$ cat config.mk
export PLATFORM = sky130hd
export DESIGN_NAME = ieu_front_flat
export DESIGN_NICKNAME = d
export VERILOG_FILES = /design/src/design/ieu_pkg.sv /design/src/design/ieu_if.sv /design/src/design/ieu_front.sv /design/src/flat_wrapper.sv
export SDC_FILE = /design/constraint.sdc
export NUM_CORES = 1
export LEC_CHECK = 0
export BUFFER_PORTS_ARGS = -buffer_cell sky130_fd_sc_hd__buf_2
export CORE_MARGIN = 3
export CORE_UTILIZATION = 55
export CTS_CLUSTER_SIZE = 14
export DETAILED_ROUTE_END_ITERATION = 6
export GPL_TIMING_DRIVEN = 1
export PLACE_DENSITY_LB_ADDON = 0.3
export SLEW_MARGIN = 10
export SYNTH_ARGS = -nofsm -noshare
export SYNTH_HDL_FRONTEND = slang
export SYNTH_SLANG_ARGS = --single-unit
$ cat constraint.sdc
create_clock -name clock -period 9.06 [get_ports clock]
set_clock_uncertainty 0.05 [all_clocks]
set_input_delay 0 -clock clock [delete_from_list [all_inputs] [get_ports clock]]
set_output_delay 0 -clock clock [all_outputs]
set_load 0.02 [all_outputs]
$ cat src/design/ieu_pkg.sv
`timescale 1ns / 1ps
package ieu_pkg;

   localparam int unsigned XLEN = 32;
   localparam int unsigned QUEUE_DEPTH = 4;
   localparam int unsigned QUEUE_PTR_W = 2;
   localparam int unsigned DIV_LATENCY = 32;

   typedef enum logic [4:0] {
      OP_ADD  = 5'd0,
      OP_SUB  = 5'd1,
      OP_MUL  = 5'd2,
      OP_MULU = 5'd3,
      OP_DIV  = 5'd4,
      OP_DIVU = 5'd5,
      OP_XOR  = 5'd6,
      OP_NEG  = 5'd7,
      OP_REM  = 5'd8,
      OP_REMU = 5'd9,
      OP_EQ   = 5'd10,
      OP_GE   = 5'd11,
      OP_GT   = 5'd12,
      OP_LE   = 5'd13,
      OP_LT   = 5'd14,
      OP_NE   = 5'd15,
      OP_PASS = 5'd16
   } op_type;

   typedef enum logic [1:0] {
      CLS_SIMPLE = 2'd0,
      CLS_MUL    = 2'd1,
      CLS_DIV    = 2'd2
   } class_type;

   // Decoded item handed from the front end to the back end.
   typedef struct packed {
      class_type         cls;
      logic              sgn;
      logic              want_rem;
      logic              div_zero;
      logic              div_ovf;
      logic [XLEN-1:0]   op_a;
      logic [XLEN-1:0]   op_b;
      logic [XLEN-1:0]   simple_lo;
   } issue_type;

   typedef struct packed {
      logic [XLEN-1:0] low_word;
      logic [XLEN-1:0] high_word;
      logic            divide_by_zero;
   } result_type;

   typedef struct packed {
      logic [4:0]       mode;
      logic [XLEN-1:0]  operand_a;
      logic [XLEN-1:0]  operand_b;
   } request_type;

endpackage

$ cat src/design/ieu_if.sv
`timescale 1ns / 1ps
interface ieu_req_if;
   logic                 valid;
   logic                 ready;
   ieu_pkg::request_type payload;
   modport source (output valid, output payload, input ready);
   modport sink (input valid, input payload, output ready);
endinterface


$ cat src/design/ieu_front.sv
`timescale 1ns / 1ps
module ieu_front (
   input  logic                clock,
   input  logic                reset,
   ieu_req_if.sink             req,
   output logic                issue_valid,
   output ieu_pkg::issue_type  issue_data,
   input  logic                issue_ready
);

   logic                q_full;
   logic                push;
   logic                pop;
   logic [ieu_pkg::QUEUE_PTR_W:0]   count_ff, count_in;
   logic [ieu_pkg::QUEUE_PTR_W-1:0] wptr_ff, wptr_in, rptr_ff, rptr_in;
   ieu_pkg::issue_type  slot_ff [ieu_pkg::QUEUE_DEPTH];
   ieu_pkg::issue_type  dec;
   logic [4:0]          m;
   logic [ieu_pkg::XLEN-1:0] a, b;
   logic                lt_s, eq;

   assign m = req.payload.mode;
   assign a = req.payload.operand_a;
   assign b = req.payload.operand_b;
   assign eq = (a == b);
   assign lt_s = ($signed(a) < $signed(b));

   always_comb begin
      dec = '0;
      dec.op_a = a;
      dec.op_b = b;
      dec.div_zero = (b == '0);
      dec.div_ovf = (a == {1'b1, {(ieu_pkg::XLEN-1){1'b0}}}) && (b == '1);
      case (m)
         ieu_pkg::OP_ADD:  dec.simple_lo = a + b;
         ieu_pkg::OP_SUB:  dec.simple_lo = a - b;
         ieu_pkg::OP_XOR:  dec.simple_lo = a ^ b;
         ieu_pkg::OP_NEG:  dec.simple_lo = '0 - a;
         ieu_pkg::OP_PASS: dec.simple_lo = a;
         ieu_pkg::OP_EQ:   dec.simple_lo = {31'd0, eq};
         ieu_pkg::OP_NE:   dec.simple_lo = {31'd0, !eq};
         ieu_pkg::OP_LT:   dec.simple_lo = {31'd0, lt_s};
         ieu_pkg::OP_GE:   dec.simple_lo = {31'd0, !lt_s};
         ieu_pkg::OP_GT:   dec.simple_lo = {31'd0, !lt_s && !eq};
         ieu_pkg::OP_LE:   dec.simple_lo = {31'd0, lt_s || eq};
         ieu_pkg::OP_MUL: begin
            dec.cls = ieu_pkg::CLS_MUL;
            dec.sgn = 1'b1;
         end
         ieu_pkg::OP_MULU: dec.cls = ieu_pkg::CLS_MUL;
         ieu_pkg::OP_DIV: begin
            dec.cls = ieu_pkg::CLS_DIV;
            dec.sgn = 1'b1;
         end
         ieu_pkg::OP_DIVU: dec.cls = ieu_pkg::CLS_DIV;
         ieu_pkg::OP_REM: begin
            dec.cls = ieu_pkg::CLS_DIV;
            dec.sgn = 1'b1;
            dec.want_rem = 1'b1;
         end
         ieu_pkg::OP_REMU: begin
            dec.cls = ieu_pkg::CLS_DIV;
            dec.want_rem = 1'b1;
         end
         default: dec.simple_lo = '0;
      endcase
      if (dec.cls != ieu_pkg::CLS_DIV) begin
         dec.div_zero = 1'b0;
         dec.div_ovf = 1'b0;
      end
      if (!dec.sgn) begin
         dec.div_ovf = 1'b0;
      end
   end

   assign q_full = (count_ff == (ieu_pkg::QUEUE_PTR_W+1)'(ieu_pkg::QUEUE_DEPTH));
   assign req.ready = !q_full;
   assign push = req.valid && !q_full;
   assign issue_valid = (count_ff != '0);
   assign issue_data = slot_ff[rptr_ff];
   assign pop = issue_valid && issue_ready;

   always_comb begin
      wptr_in = wptr_ff + (ieu_pkg::QUEUE_PTR_W)'(1);
      rptr_in = rptr_ff + (ieu_pkg::QUEUE_PTR_W)'(1);
      count_in = count_ff + (ieu_pkg::QUEUE_PTR_W+1)'(push)
                 - (ieu_pkg::QUEUE_PTR_W+1)'(pop);
   end

   always_ff @(posedge clock) begin
      if (reset) begin
         wptr_ff <= '0;
         rptr_ff <= '0;
         count_ff <= '0;
      end else begin
         count_ff <= count_in;
         if (push) wptr_ff <= wptr_in;
         if (pop) rptr_ff <= rptr_in;
      end
   end

   always_ff @(posedge clock) begin
      if (push) slot_ff[wptr_ff] <= dec;
   end

   a_count_range: assert property (@(posedge clock) disable iff (reset)
      count_ff <= (ieu_pkg::QUEUE_PTR_W+1)'(ieu_pkg::QUEUE_DEPTH))
      else $error("queue count overflow");
   a_no_push_full: assert property (@(posedge clock) disable iff (reset)
      q_full |-> !push) else $error("push into full queue");
   a_count_step: assert property (@(posedge clock) disable iff (reset)
      (push && !pop) |=> (count_ff == $past(count_ff) + 1'b1))
      else $error("queue count did not advance");

endmodule

$ cat src/flat_wrapper.sv
// flat-port wrapper written by rule: the top's interface ports become plain ports
module ieu_front_flat 
  (clock, reset, issue_valid, issue_data, issue_ready, req_valid, req_payload, req_ready);
  ieu_req_if req_i ();
  input  logic clock;
  input  logic reset;
  output logic issue_valid;
  output ieu_pkg::issue_type issue_data;
  input  logic issue_ready;
  input wire logic [$bits(req_i.valid)-1:0] req_valid;
  input wire logic [$bits(req_i.payload)-1:0] req_payload;
  output wire logic [$bits(req_i.ready)-1:0] req_ready;
  assign req_i.valid = req_valid;
  assign req_i.payload = req_payload;
  assign req_ready = req_i.ready;
  ieu_front u_core (.clock(clock), .reset(reset), .req(req_i), .issue_valid(issue_valid), .issue_data(issue_data), .issue_ready(issue_ready));
endmodule
Word level (Yosys, flattened, before mapping)
Memory sizes are Yosys's and may differ from the RTL's. A register that Yosys moved wholly into a read port is not among the register bits.
Index checks and enable logic that the tools add are counted.
- memories: 1
- bits in latches: 0
- logic and storage cells: 59
- output and inout port bits: 104
- register bits: 7
- memory bits (writable): 408
- ROM bits: 0
- multiply operators: 0
- bitwise operators: 1
- magnitude comparators: 1
- eq/ne operators: 21
- $add $sub $neg: 7
- shifts and indexed selects: 0
- reduce and logical (&&, ||, !) cells: 15
- divide/modulo/power cells: 0
- muxes and demuxes: 10
- memory list (memory ; words ; width ; rd ports ; clocked after memory_dff ; wr ports ; RTL line ; RTL):
    u_core.slot_ff ; 4 ; 102 ; 1 ; 1 ; 1 ; ieu_front.sv:16 ; ieu_pkg::issue_type slot_ff [ieu_pkg::QUEUE_DEPTH];
- operators by type and width (cell ; count):
    one-hot mux 32 bit (11 select lines) ; 1
    equality test 32 bit, second input constant ; 2
    equality test 5 x 4 -> 1 bit, second input constant ; 8
    adder 32 bit ; 1
    equality test 32 bit ; 1
    zero test 32 bit ; 1
    < comparator 32 bit ; 1
    subtractor 1 x 32 -> 32 bit, first input constant ; 1
    subtractor 32 bit ; 1
    XOR 32 bit ; 1
    equality test 5 x 3 -> 1 bit, second input constant ; 4
    equality test 5 x 2 -> 1 bit, second input constant ; 2
    2-to-1 mux 2 bit ; 3
    equality test 5 x 1 -> 1 bit, second input constant ; 1
    equality test 5 bit, second input constant ; 1
    zero test 5 bit ; 1
    2-to-1 mux 1 bit ; 5
    adder 2 x 1 -> 2 bit, second input constant ; 2
    logical AND 1 bit ; 4
    one-hot mux 2 bit (2 select lines) ; 1
    OR reduction 2 bit ; 2
    OR reduction 4 bit ; 1
    adder 3 x 1 -> 3 bit ; 1
    equality test 3 bit, second input constant ; 1
    other kinds (6) ; 8

Longest topological paths before layout
- depth after elaboration: 6
- mapped depth: 13
- depth with buffers taken out: 13

Worst setup path after synthesis
Ideal clock, no wire load.
- path kind: reg2reg
- start: register u_core.count_ff[1] (netlist bit)
- end: memory u_core.slot_ff[1][0] (netlist bit) (enable)
- setup slack: 5.425 ns
- required time: 8.537 ns
- library setup time: 0.473 ns
- data arrival time: 3.112 ns
- period minus slack after synthesis: 3.635 ns
- cell stages (with the launch flop): 4
- cell sequence: dfxtp_1 -> nor2_1 -> nand2_1 -> and3_1
- word-level cells in the longest chain between the ends: 5
- ends and longest elaborated chain (item ; RTL line ; RTL):
    start, declared ; ieu_front.sv:14 ; logic [ieu_pkg::QUEUE_PTR_W:0] count_ff, count_in;
    start signal, assigned ; ieu_front.sv:96 ; count_ff <= count_in;
    equality test 3 bit ; ieu_front.sv:76 ; assign q_full = (count_ff == (ieu_pkg::QUEUE_PTR_W+1)'(ieu_pkg::QUEUE_DEPTH));
    zero test 1 bit ; n/a ;
    named net req_ready ; flat_wrapper.sv:12 ; output wire logic [$bits(req_i.ready)-1:0] req_ready;
    logical AND 1 bit ; ieu_front.sv:78 ; assign push = req.valid && !q_full;
    2-to-1 mux 1 bit ; ieu_front.sv:103 ; if (push) slot_ff[wptr_ff] <= dec;
    2-to-1 mux 1 bit (not written as such) ; ieu_front.sv:103 ;
    end, declared ; ieu_front.sv:16 ;
The timed path passes the listed nets, and every way through them passes these cells.

==> flow_summary.ini <==
[setup_path]
cp.arrival_ns = 4.16
slowest_delay_ns = 0.65
crit_path_max_fanout = 12
r2r-start = u_core.count_ff[1]$_SDFF_PP0_
cp.required_ns = 9.29
cp_common_cell = nand2_1
cp-start-kind = input port
cp_cell_sequence = dlygate4sd3_1, buf_2, inv_1, ha_1, nand2_1, or4_1, nor4_1, nand3b_1, nand2_1, o21ai_1, a2111oi_0, a2bb2oi_1
worstPathBufferInverterCount = 3
cp_top_family = simple AND/OR/NAND/NOR gates
ff2ff_path_depth = 4
slowest_stage = or4_1
reg2reg_to = u_core.slot_ff[3][31]$_DFFE_PP_
rrSetupSlack_ns = 6.38
end_kind = register
crit_type = in2reg

[synthesis]
netlist_instances = 1447
synth.net_count = 1593
ys_top_cells_by_count = 408 x edfxtp_1, 102 x mux4_2, 90 x nor2_1
synthFlopType = edfxtp_1
syn_area_um2 = 20400
yosysTopAreaCell = edfxtp_1
synth_edf_count = 408
synth-seq-area-share_pct = 60.8
yosysMostFrequentCell = edfxtp_1
synth_top_area_share_pct = 59.9
synthTopCellsByArea = edfxtp_1 60%, mux4_2 11%, ha_1 4.3%
yosysUniqueCellTypes = 82
async_reset_ff_share_pct = 0
ys_ff_latch = 417
synth.avg_cell_area_um2 = 14.1
yosysWarnings = 0

[die]
fp.dieArea_um2 = 39500
start_util_pct = 56.7
io_pins = 177
row_count = 69
die_h_um = 199
core_um2 = 36100
die_w_um = 199

[timing]
rsz0062_at_grt = no
setup_tns_ns = 0
hold_viol = 0
fin_crit_sh_pct = 43.3
max_freq_ghz = 0.255
hold_slack_ns = 0.143
relSlewSlack_pct = 26.2
fin_crit_ns = 3.93
worst-slew-pin-transition_ns = 1.09
drv_slew = 0
setup_viol = 0

[layout]
drive_gt1_share_pct = 22.0
fin_util_pct = 65.7
fin_area_um2 = 23700
syn_to_final_growth_pct = 16.0
num-nets-final = 1823
n_antenna_cell = 0

[drt]
routed_wl_um = 55300
drcViolationCount = 0
via_per_inst = 6.41
wl_per_cell_um = 25.5
ant_nets = 0
drtPass1Iterations = 6
drtIter0Drc = 1462
detailroute.via_count = 13913

[global_route]
grt_pass1_wl_um = 84700
first_global_vias = 14114
track_usage_pct = 28.5
grt_max_degree = 64
grt_overflow = 0
antenna_found_initial = 0

[clocking]
cts_tree = built
clk_latency_ns = 0.56
cts_sinks = 417
cts-htree-levels = 2
cts_buffers = 42
post_cts_buffers = 0
max-clock-path-buffers = 3
clk_pin_slew_ns = 0.06
root_buffer = clkbuf_16

[pwr]
p_leak_nw = 8.33
powerDensity_nw_per_um2 = 239
peakVddDrop_mv = 0.180

[placed_design]
placed_area_um2 = 21700
place.port_buffers = 176
dpl.hpwl_um = 36200
gp_congestion = 1.01

[min_path]
min_to = u_core.slot_ff[0][18]$_DFFE_PP_
hp-class = in2reg
hold_depth = 3
holdCritStartpoint = req_payload[64]

[flow_run]
drv_cap = 0

[status]
status = finished clean
==> sequential cells by signal, indices dropped and copies added (netlist names), named ones only <==
name	cells
u_core.slot_ff	408
u_core.count_ff	3
u_core.rptr_ff	2
u_core.wptr_ff	2
==> metal layers <==
metal / vias up / part of all wire, % / global-route usage, %
met5: - / 0 / 0
met4: 0 / 3.4 / 10.5
met3: 115 / 7.5 / 4.89
met2: 670 / 49 / 46.8
met1: 6903 / 40 / 38.7
li1: 6225 / - / -
==> how the worst max path moves through the flow <==
stage | end | depth (start not counted) | from
finish | u_core.slot_ff[0][0]$_DFFE_PP_ | 12 | req_payload[20]
global route | u_core.slot_ff[2][0]$_DFFE_PP_ | 12 | req_payload[20]
CTS | u_core.slot_ff[2][0]$_DFFE_PP_ | 12 | req_payload[20]
detailed placement | u_core.slot_ff[0][0]$_DFFE_PP_ | 11 | req_payload[20]
global placement | u_core.slot_ff[0][0]$_DFFE_PP_ | 10 | req_payload[20]
floorplan | u_core.slot_ff[1][0]$_DFFE_PP_ | 3 | u_core.count_ff[1]$_SDFF_PP0_
==> timing repair <==
item	CTS	global route
setup endpoints to repair	0	0
endpoints found under the hold margin	309	0
resized for setup	0	0
hold buffers	72	0
==> worst reg2reg max path: stages (launching register included) <==
cell and delay [ns]:
dfxtp_1 0.42, nor2_1 0.06, nand2_1 0.17, and3_4 0.66, buf_4 0.91
==> layout by cell type (no fill, tap or decap), drive strengths merged, types with 27 or more instances in the layout <==
cell type and count:
a21oi 80, buf 190, clkbuf 56, dlygate4sd3 72, edfxtp 408, ha 70, inv 77, mux4 102
nand2 74, nor2 90, nor3 42, nor4 27, o21ai 83
==> power breakdown <==
part           internal [mW]  leakage (nW)  switching, mW
Combinational          0.642          3.88          0.982
Clock                  0.891         0.602          0.701
Sequential              2.37          3.84         0.0827
==> per-stage QoR <==
stage	setup slack [ns]	std cells	power, mW
floorplan	5.42	1447	3.58
global placement	5.32	2022	4.09
detailed placement	5.23	2022	4.10
CTS	5.28	2170	5.72
global route	4.98	2170	5.92
finish	5.13	2170	5.67
==> cells by family (layout without fill, tap and decap cells) <==
family	Yosys count	count (layout)	synth area share [%]
xor+xnor	13	13	0.557
flops	417	417	60.8
simple gates	355	355	8.97
mux	108	108	11.5
compound gates	331	331	10.7
buf+inv	150	412	2.82
fa+ha+maj	73	73	4.58
==> cell type report <==
class	count	area, µm²
Timing Repair Buffer	262	1710
Tap cell	461	577
Clock inverter	20	151
Sequential cell	417	12400
Clock buffer	56	1100
Multi-Input combinational cell	880	7460
Fill cell	2565	12400
Inverter	74	278
Note: power is estimated with default switching activity, not from simulation.
